File: src/rtl/core/tkns_pkg.sv
package tkns_pkg;

  // Fixed field widths on the ports
  localparam int IN_ID_W    = 20;
  localparam int IN_DIST_W  = 24;
  localparam int OUT_RANK_W = 4;
  localparam int S_TDATA_W  = 48;  // id + distance = 44, padded to 6 bytes
  localparam int M_TDATA_W  = 48;  // rank + id + distance = 48

  // Defaults for the top-level parameters
  localparam int KEEP_COUNT_DEF = 10;
  localparam int ID_BITS_DEF    = 20;
  localparam int DIST_BITS_DEF  = 24;

  // Per-cycle control broadcast to every cell of the chain
  typedef struct packed {
    logic ins;  // insert the candidate beat
    logic clr;  // treat the list as empty before inserting
    logic rot;  // rotate the list one slot toward cell 0
  } cell_ctl_t;

  // Top-level sequencing
  typedef enum logic [0:0] {
    ST_IDLE,
    ST_EMIT
  } state_t;

endpackage

File: src/rtl/core/tkns_cell.sv
module tkns_cell #(
  parameter int ID_BITS   = tkns_pkg::ID_BITS_DEF,
  parameter int DIST_BITS = tkns_pkg::DIST_BITS_DEF
) (
  input  logic                    clk,
  input  logic                    rst,
  input  tkns_pkg::cell_ctl_t     ctl,
  input  logic [ID_BITS-1:0]      cand_id,
  input  logic [DIST_BITS-1:0]    cand_dist,
  // left neighbor (nearer rank), already cleared if ctl.clr
  input  logic                    left_beats,
  input  logic                    left_valid,
  input  logic [ID_BITS-1:0]      left_id,
  input  logic [DIST_BITS-1:0]    left_dist,
  // right neighbor raw contents, used while rotating
  input  logic                    right_valid,
  input  logic [ID_BITS-1:0]      right_id,
  input  logic [DIST_BITS-1:0]    right_dist,
  // this slot as seen by the right neighbor during insertion
  output logic                    beats,
  output logic                    eff_valid,
  output logic [ID_BITS-1:0]      eff_id,
  output logic [DIST_BITS-1:0]    eff_dist,
  // raw contents
  output logic                    valid,
  output logic [ID_BITS-1:0]      id,
  output logic [DIST_BITS-1:0]    distance
);
  import tkns_pkg::*;

  logic                 valid_next;
  logic [ID_BITS-1:0]   id_next;
  logic [DIST_BITS-1:0] dist_next;

  // Slot contents after an optional clear
  always_comb begin
    eff_valid = valid & ~ctl.clr;
    eff_id    = ctl.clr ? '0 : id;
    eff_dist  = ctl.clr ? '1 : distance;
  end

  // Empty slots lose to every candidate; ties keep the older entry
  assign beats = ~eff_valid | (cand_dist < eff_dist);

  // Rotate from the right, shift from the left, take the candidate, or hold
  always_comb begin
    valid_next = valid;
    id_next    = id;
    dist_next  = distance;
    if (ctl.rot) begin
      valid_next = right_valid;
      id_next    = right_id;
      dist_next  = right_dist;
    end else if (ctl.ins) begin
      if (left_beats) begin
        valid_next = left_valid;
        id_next    = left_id;
        dist_next  = left_dist;
      end else if (beats) begin
        valid_next = 1'b1;
        id_next    = cand_id;
        dist_next  = cand_dist;
      end else begin
        valid_next = eff_valid;
        id_next    = eff_id;
        dist_next  = eff_dist;
      end
    end
  end

  always_ff @(posedge clk) begin
    if (rst) begin
      valid    <= 1'b0;
      id       <= '0;
      distance <= '1;
    end else begin
      valid    <= valid_next;
      id       <= id_next;
      distance <= dist_next;
    end
  end

endmodule

File: src/rtl/core/top_k_nearest_select.sv
// Channel   Dir  tdata (low bit first)                        tuser            tlast
// s_axis    in   candidate_id[19:0], sq_distance[43:20]       first_of_query   last_of_query
// m_axis    out  rank[3:0], result_id[23:4], result_dist[47:24] slot_valid     last_result
//
// One input beat is taken per cycle while s_axis_tready is high; every slot compares and shifts in the same cycle.
// A last-of-query beat is followed by KEEP_COUNT output beats, one per cycle when
// m_axis_tready is high; s_axis_tready stays low until the final one is taken.
// Output beats come from cell 0 while the chain rotates, so the list is intact afterward.
// Synchronous reset empties all slots at once.
module top_k_nearest_select #(
  parameter int KEEP_COUNT = tkns_pkg::KEEP_COUNT_DEF,
  parameter int ID_BITS    = tkns_pkg::ID_BITS_DEF,
  parameter int DIST_BITS  = tkns_pkg::DIST_BITS_DEF
) (
  input  logic                           clk,
  input  logic                           rst,
  input  logic                           s_axis_tvalid,
  output logic                           s_axis_tready,
  input  logic [tkns_pkg::S_TDATA_W-1:0] s_axis_tdata,  // candidate_id, sq_distance, pad
  input  logic [0:0]                     s_axis_tuser,  // first_of_query
  input  logic                           s_axis_tlast,  // last_of_query
  output logic                           m_axis_tvalid,
  input  logic                           m_axis_tready,
  output logic [tkns_pkg::M_TDATA_W-1:0] m_axis_tdata,  // rank, result_id, result_distance
  output logic [0:0]                     m_axis_tuser,  // slot_valid
  output logic                           m_axis_tlast   // last_result
);
  import tkns_pkg::*;

  localparam int CNT_W     = (KEEP_COUNT > 1) ? $clog2(KEEP_COUNT) : 1;
  localparam int SAT_SHIFT = (DIST_BITS >= IN_DIST_W) ? 0 : IN_DIST_W - DIST_BITS;
  localparam logic [IN_DIST_W-1:0] SAT_LIM = {IN_DIST_W{1'b1}} >> SAT_SHIFT;
  localparam logic [CNT_W-1:0]     CNT_LAST = CNT_W'(KEEP_COUNT - 1);

  state_t            state, state_next;
  logic [CNT_W-1:0]  rank_cnt;
  logic              in_beat, out_beat, out_final;
  cell_ctl_t         ctl;

  logic [IN_ID_W-1:0]   in_id;
  logic [IN_DIST_W-1:0] in_dist;
  logic [ID_BITS-1:0]   cand_id;
  logic [DIST_BITS-1:0] cand_dist;

  logic [KEEP_COUNT-1:0] beats, eff_valid, valid_vec;
  logic [ID_BITS-1:0]    eff_id [KEEP_COUNT];
  logic [DIST_BITS-1:0]  eff_dist [KEEP_COUNT];
  logic [ID_BITS-1:0]    id_q [KEEP_COUNT];
  logic [DIST_BITS-1:0]  dist_q [KEEP_COUNT];

  // Unpack and fit the candidate to the slot widths
  assign in_id     = s_axis_tdata[IN_ID_W-1:0];
  assign in_dist   = s_axis_tdata[IN_ID_W +: IN_DIST_W];
  assign cand_id   = ID_BITS'(in_id);
  assign cand_dist = (in_dist > SAT_LIM) ? '1 : DIST_BITS'(in_dist);

  assign in_beat   = s_axis_tvalid & s_axis_tready;
  assign out_beat  = m_axis_tvalid & m_axis_tready;
  assign out_final = out_beat & (rank_cnt == CNT_LAST);

  always_comb begin
    ctl.ins = in_beat;
    ctl.clr = in_beat & s_axis_tuser[0];
    ctl.rot = out_beat;
  end

  // Cell chain, cell 0 holds the nearest entry
  for (genvar i = 0; i < KEEP_COUNT; i++) begin : g_cell
    localparam int NXT = (i + 1) % KEEP_COUNT;
    logic                 l_beats, l_valid;
    logic [ID_BITS-1:0]   l_id;
    logic [DIST_BITS-1:0] l_dist;

    if (i == 0) begin : g_head
      assign l_beats = 1'b0;
      assign l_valid = 1'b0;
      assign l_id    = cand_id;
      assign l_dist  = cand_dist;
    end else begin : g_body
      assign l_beats = beats[i-1];
      assign l_valid = eff_valid[i-1];
      assign l_id    = eff_id[i-1];
      assign l_dist  = eff_dist[i-1];
    end

    tkns_cell #(
      .ID_BITS   (ID_BITS),
      .DIST_BITS (DIST_BITS)
    ) u_cell (
      .clk         (clk),
      .rst         (rst),
      .ctl         (ctl),
      .cand_id     (cand_id),
      .cand_dist   (cand_dist),
      .left_beats  (l_beats),
      .left_valid  (l_valid),
      .left_id     (l_id),
      .left_dist   (l_dist),
      .right_valid (valid_vec[NXT]),
      .right_id    (id_q[NXT]),
      .right_dist  (dist_q[NXT]),
      .beats       (beats[i]),
      .eff_valid   (eff_valid[i]),
      .eff_id      (eff_id[i]),
      .eff_dist    (eff_dist[i]),
      .valid       (valid_vec[i]),
      .id          (id_q[i]),
      .distance    (dist_q[i])
    );
  end

  // Next state
  always_comb begin
    state_next = state;
    case (state)
      ST_IDLE: if (in_beat && s_axis_tlast) state_next = ST_EMIT;
      ST_EMIT: if (out_final) state_next = ST_IDLE;
      default: state_next = ST_IDLE;
    endcase
  end

  // Handshake outputs
  always_comb begin
    s_axis_tready = 1'b0;
    m_axis_tvalid = 1'b0;
    case (state)
      ST_IDLE: s_axis_tready = 1'b1;
      ST_EMIT: m_axis_tvalid = 1'b1;
      default: s_axis_tready = 1'b0;
    endcase
  end

  always_ff @(posedge clk) begin
    if (rst) begin
      state    <= ST_IDLE;
      rank_cnt <= '0;
    end else begin
      state <= state_next;
      if (out_beat) rank_cnt <= out_final ? '0 : rank_cnt + CNT_W'(1);
    end
  end

  // Result beat straight from cell 0
  assign m_axis_tdata = {IN_DIST_W'(dist_q[0]), IN_ID_W'(id_q[0]), OUT_RANK_W'(rank_cnt)};
  assign m_axis_tuser = valid_vec[0];
  assign m_axis_tlast = (rank_cnt == CNT_LAST);

  // Input and output sides never open together
  a_one_side: assert property (@(posedge clk) disable iff (rst)
    !(s_axis_tready && m_axis_tvalid))
    else $error("input and output open in the same cycle");

  // A last-of-query beat starts emission at rank 0
  a_emit_start: assert property (@(posedge clk) disable iff (rst)
    (s_axis_tvalid && s_axis_tready && s_axis_tlast) |=> (m_axis_tvalid && rank_cnt == '0))
    else $error("emission did not start at rank 0");

  // Filled slots form a prefix of the chain from cell 0 whenever the block is in ST_IDLE
  a_prefix: assert property (@(posedge clk) disable iff (rst)
    (state == ST_IDLE) |-> ((valid_vec & (valid_vec + KEEP_COUNT'(1))) == '0))
    else $error("filled slots are not contiguous from cell 0");

  // The final result beat returns to accepting candidates
  a_emit_end: assert property (@(posedge clk) disable iff (rst)
    (m_axis_tvalid && m_axis_tready && m_axis_tlast) |=> s_axis_tready)
    else $error("input not reopened after the last result beat");

endmodule

File: config.mk
export PLATFORM = sky130hd
export DESIGN_NAME = top_k_nearest_select
export DESIGN_NICKNAME = d
export VERILOG_FILES = /design/src/rtl/core/tkns_pkg.sv /design/src/rtl/core/tkns_cell.sv /design/src/rtl/core/top_k_nearest_select.sv
export SDC_FILE = /design/constraint.sdc
export NUM_CORES = 2
export LEC_CHECK = 0
export ABC_AREA = 1
export BUFFER_PORTS_ARGS = -buffer_cell sky130_fd_sc_hd__buf_2
export CAP_MARGIN = 30
export CORE_UTILIZATION = 55
export DETAILED_ROUTE_END_ITERATION = 12
export GPL_ROUTABILITY_DRIVEN = 0
export GPL_TIMING_DRIVEN = 0
export PLACE_DENSITY = 0.75
export SETUP_SLACK_MARGIN = 0.15
export SLEW_MARGIN = 0
export SYNTH_ARGS = -nofsm -noshare
export SYNTH_HDL_FRONTEND = slang
export SYNTH_HIERARCHICAL = 1
export SYNTH_SLANG_ARGS = --single-unit
File: constraint.sdc
create_clock -name clk -period 3.87 [get_ports clk]
set_input_delay 0.387 -clock clk [delete_from_list [all_inputs] [get_ports clk]]
set_output_delay 0.387 -clock clk [all_outputs]
set_load 0.1 [all_outputs]
After elaboration in Yosys (flattened, before gate mapping)
Cells that the tools add are included.
- output and inout bits: 52
- bits in read-only memories: 0
- bits in latches: 0
- flip-flop bits (word level): 455
- bits of input ports: 54
- memories: 0
- RAM bits: 0
- logic and storage cells: 229
- $add $sub $neg: 1
- bitwise gates (word level): 36
- equality and inequality tests: 1
- order comparisons: 11
- shift-type cells: 0
- reduce and logical (&&, ||, !) cells: 4
- $mul: 0
- mux-type cells: 144
- divide/modulo/power cells: 0
- operator list (kind ; number):
    $mux W24 ; 50
    $mux W20 ; 49
    $lt A24 B24 Y1 ; 10
    $mux W1 ; 43
    $gt A24 B24 Y1 const B ; 1
    $and A1 B1 Y1 ; 14
    $not A1 Y1 ; 12
    $or A1 B1 Y1 ; 10
    $add A4 B1 Y4 const B ; 1
    $eq A4 B4 Y1 const B ; 1
    $mux W4 ; 1
    $reduce_bool A4 Y1 ; 1
    $pmux W1 S2 ; 1
    $reduce_and A2 Y1 ; 1
    $reduce_bool A2 Y1 ; 1
    $logic_and A1 B1 Y1 ; 1

Logic depth before layout (Yosys ltp)
- depth in word-level cells: 11
- depth in mapped cells: 24
- mapped depth without buffers: 18

Cells and area by module
Netlist, hierarchy kept.
- modules (own cells, without submodules) (module ; cells each ; sequential area each (µm²) ; times used ; area an instance (µm²)):
    tkns_cell (g_cell[0].u_cell ...) ; 561 ; 900.9 ; 7 ; 3588.4
    tkns_cell (g_cell[7].u_cell ...) ; 564 ; 900.9 ; 3 ; 3590.9
    top_k_nearest_select ; 68 ; 100.1 ; 1 ; 379.1

Least setup slack after synthesis
OpenSTA, ideal clock, no wires.
- path kind: reg-to-reg
- start: reg state
- end: reg g_cell[1].u_cell.id[12]
- slack: -1214 ps
- arrival time: 4950 ps
- data required time: 3736 ps
- clock period less this slack: 5084 ps
- path buffers: 6
- setup time: 134 ps
- stages on the path, launching flop included: 22
- cells stage by stage: dfxtp_1 inv_1 and3_1 buf_6 clkbuf_1 nor2_1 ha_1 a21oi_1 o21ai_0 nand2_1 nand2_1 a21oi_1 nand2_2 nand2_2 buf_6 buf_6 clkbuf_1 clkinv_1 clkbuf_1 o21ai_0 o21bai_1 a21oi_1
- RTL lines (element ; line ; source):
    from (decl) ; top_k_nearest_select.sv:35 ; state_t state, state_next;
    from (signal assigned) ; top_k_nearest_select.sv:138 ; state <= state_next;
    to (signal assigned) ; tkns_cell.sv:78 ; id <= id_next;
    to (decl) ; tkns_cell.sv:26 ; output logic [ID_BITS-1:0] id,

==> summary.txt <==
Status
  • Status: finished, final reports clean

STA
  • Clk_skew: about 0.028 ns
  • Unrepaired setup endpoints after global routing: true
  • Slew Viols, Final: 0
  • Fin worst setup slack: between 0.15 and 0.2 ns
  • Final setup viols: 0
  • Fin Hold WS: slightly above 0.1 ns
  • Fmax: about 0.27 GHz
  • Final hold violation count: 0
  • Fraction of the cycle the final worst path needs: ~96%
  • Worst Max-Slew Pin Slew: roughly 1.1 ns
  • Worst relative slew slack: between 20% and 30%
  • Tmin final: ~3.7 ns

Routing
  • Via density: between 6 and 7
  • Met2 wire len: around 64000 um
  • DR vias: ~42000
  • Initial DRC count: ~6600
  • Number of detailed-route iterations in the first pass: 9
  • Met1 WL: a little under 60000 um
  • Post-Route WL: roughly 160000 um
  • Post-route ant nets: 0
  • Wire per inst: 23.38 um
  • # DRC: 0
  • Highest routing layer actually used: met5
  • Met3 wire length: 22800 um

Power
  • Total power: between 10 and 15 mW
  • Maximum VDD drop: between 300 and 400 uV
  • Leakage: between 15 and 20 nW
  • PD cells: between 300 and 400 mW/mm^2

Final layout
  • Reg area: 0.009112 mm^2
  • Fillers: 5957
  • Non-filler instance count after layout: 6737
  • Core Util, Final: 65.22%
  • P&R area growth vs syn: 16.90%
  • Footprint of the multi-input gates: approximately 0.024 mm^2
  • Layout cells sized above 1: between 10% and 20%
  • Final #Nets: 6121

CTS
  • Clock Tree Root: clkbuf_16
  • H-tree levels: 2
  • Clock-pin slew on the worst setup and hold paths: ~0.060 ns
  • TritonCTS clock tree: built
  • TritonCTS sink count: roughly 460
  • CTS max path bufs: 3
  • Total CTS buffers: 55
  • Clock latency on the worst-skew pair: about 0.64 ns

Floorplanning
  • Core Region: about 0.065 mm^2
  • Number of placed I/O pins: between 100 and 150
  • # rows: 93
  • Initial Util: a little under three fifths
  • Die W: about 260 um
  • Die area: about 0.067 mm^2
  • Die height: approximately 260 um

Worst hold path
  • Hold Crit Depth: 4
  • Hold Crit Class: in -> reg

Placement
  • Setup WS pre-CTS: -0.3617 ns
  • Post-DP HPWL: approximately 120000 um
  • Placed cell count: 6581
  • # port buffers: 77

Global route
  • Gr usage total: a little under half
  • Vias in the first global route: approximately 38000
  • Largest net degree at the start of global routing: 22
  • Initial antenna violation count: 3
  • First-pass GRT wire length: 231500 um
  • GR Overflow Total: 0

Critical path
  • Critical path destination: g_cell[1].u_cell/distance[6]
  • Critical path capture point type: register
  • Crit. Startpoint: state
  • Reg2Reg Launch Point: state
  • WP data required: approximately 4.4 ns
  • Critical path buffers and inverters: 11
  • Most used cell, CP: buf_12
  • Delay-heaviest family, CP: buffers and inverters
  • CP Data Arrival Time: about 4.2 ns
  • Reg2reg setup slack: roughly 0.17 ns
  • Worst r2r dst: g_cell[1].u_cell/distance[6]
  • Worst-path fanout max: 12
  • Cells along the critical path: clkinvlp_4, and3_4, buf_12, buf_12, buf_12, clkbuf_16, nor2_1, ha_1, nand4_1, nor3_4, buf_4, a21oi_2, nand2_2, nand2_4, buf_12, buf_12, clkbuf_16, clkinv_8, clkbuf_4, o21ai_1, o21ai_0
  • Slowest cell on crit path: dfxtp_4
  • Critical Path Max Stage Delay: around 0.38 ns
  • WS Path Type: reg -> reg
  • Worst r2r path cells: 21
  • Critical path depth: 21
  • Worst setup SP type: register

Logic synthesis
  • Ys Warns: 6
  • Post-Synthesis Cells: 5641
  • Avg Inst Size Synth: 6.399 um^2
  • Cell area after synthesis: between 0.03 and 0.04 mm^2

Run
  • Maxcap violations: 0
[cell usage in the layout, fill, tap and decap left out, drive strengths merged, types with 191 or more instances in the layout]
| cell | count |
|---|---|
| buf | 275 |
| clkbuf | 391 |
| a221oi | 210 |
| o21bai | 191 |
| inv | 560 |
| nand2 | 999 |
| o21ai | 910 |
| ha | 232 |
| dfxtp | 455 |
| a21oi | 431 |
| nor2 | 889 |
[stage by stage]
stage	setup TNS (ns)	cell area, um^2
3_5_place_dp	-23.48	39110
5_1_grt	0	42190
4_1_cts	0	41370
6_report	0	42200
3_3_place_gp	-334.42	38930
2_1_floorplan	0	37480
[area by class of cell]
class,count,share of cell area [%]
diodes,3,0.01779
plain buffers,451,7.422
clock buffers,79,3.932
clock inverters,22,0.5901
inverters,571,5.355
multi-input cells,4164,56.20
flip-flops and latches,455,21.60
well taps,855,2.535
repair buffers,137,2.351
[how the worst min path moves through the flow]
| stage | to | from | slack (ns) |
|---|---|---|---|
| 5_1_grt | rank_cnt[0] | m_axis_tready | 0.12 |
| 3_3_place_gp | g_cell[9].u_cell/id[9] | g_cell[9].u_cell/id[9] | 0.47 |
| 3_5_place_dp | g_cell[5].u_cell/id[9] | g_cell[5].u_cell/id[9] | 0.48 |
| 4_1_cts | rank_cnt[0] | m_axis_tready | 0.1 |
| 2_1_floorplan | g_cell[1].u_cell/id[9] | g_cell[1].u_cell/id[9] | 0.46 |
| 6_report | rank_cnt[0] | m_axis_tready | 0.10 |
[what timing repair did]
action	CTS	global route
hold endpoints to repair	1	0
hold buffers	1	0
setup buffers	8	38
pin swaps	2	17
setup endpoints to repair	360	395
resized for setup	117	241
cloned	0	5
[report_power, final]
part           internal (mW)  switching (mW)  total [mW]
combinational           1.14            2.60        3.74
clock                   3.29            2.29        5.58
sequential              4.99           0.533        5.53
total                   9.43            5.42        14.8
[metal layers]
layer  vias up  track usage, %
met2      3167           65.63
met3       636           11.55
met4         2           30.80
met1     19050           59.22
met5         -               0
li1      19440               -
[state kept, by name, summed over array words and instances, names as in the netlist]
name and count:
g_cell.u_cell/distance 240, rank_cnt 4, g_cell.u_cell/id 200, state 1
g_cell.u_cell/valid 10
[tightest hold or removal path: stages]
cell     delay [ns]
buf_2          0.10
nand3_1        0.09
nand2_1        0.08
nor2_1         0.04
No activity file was read; power rests on OpenSTA's default activity.
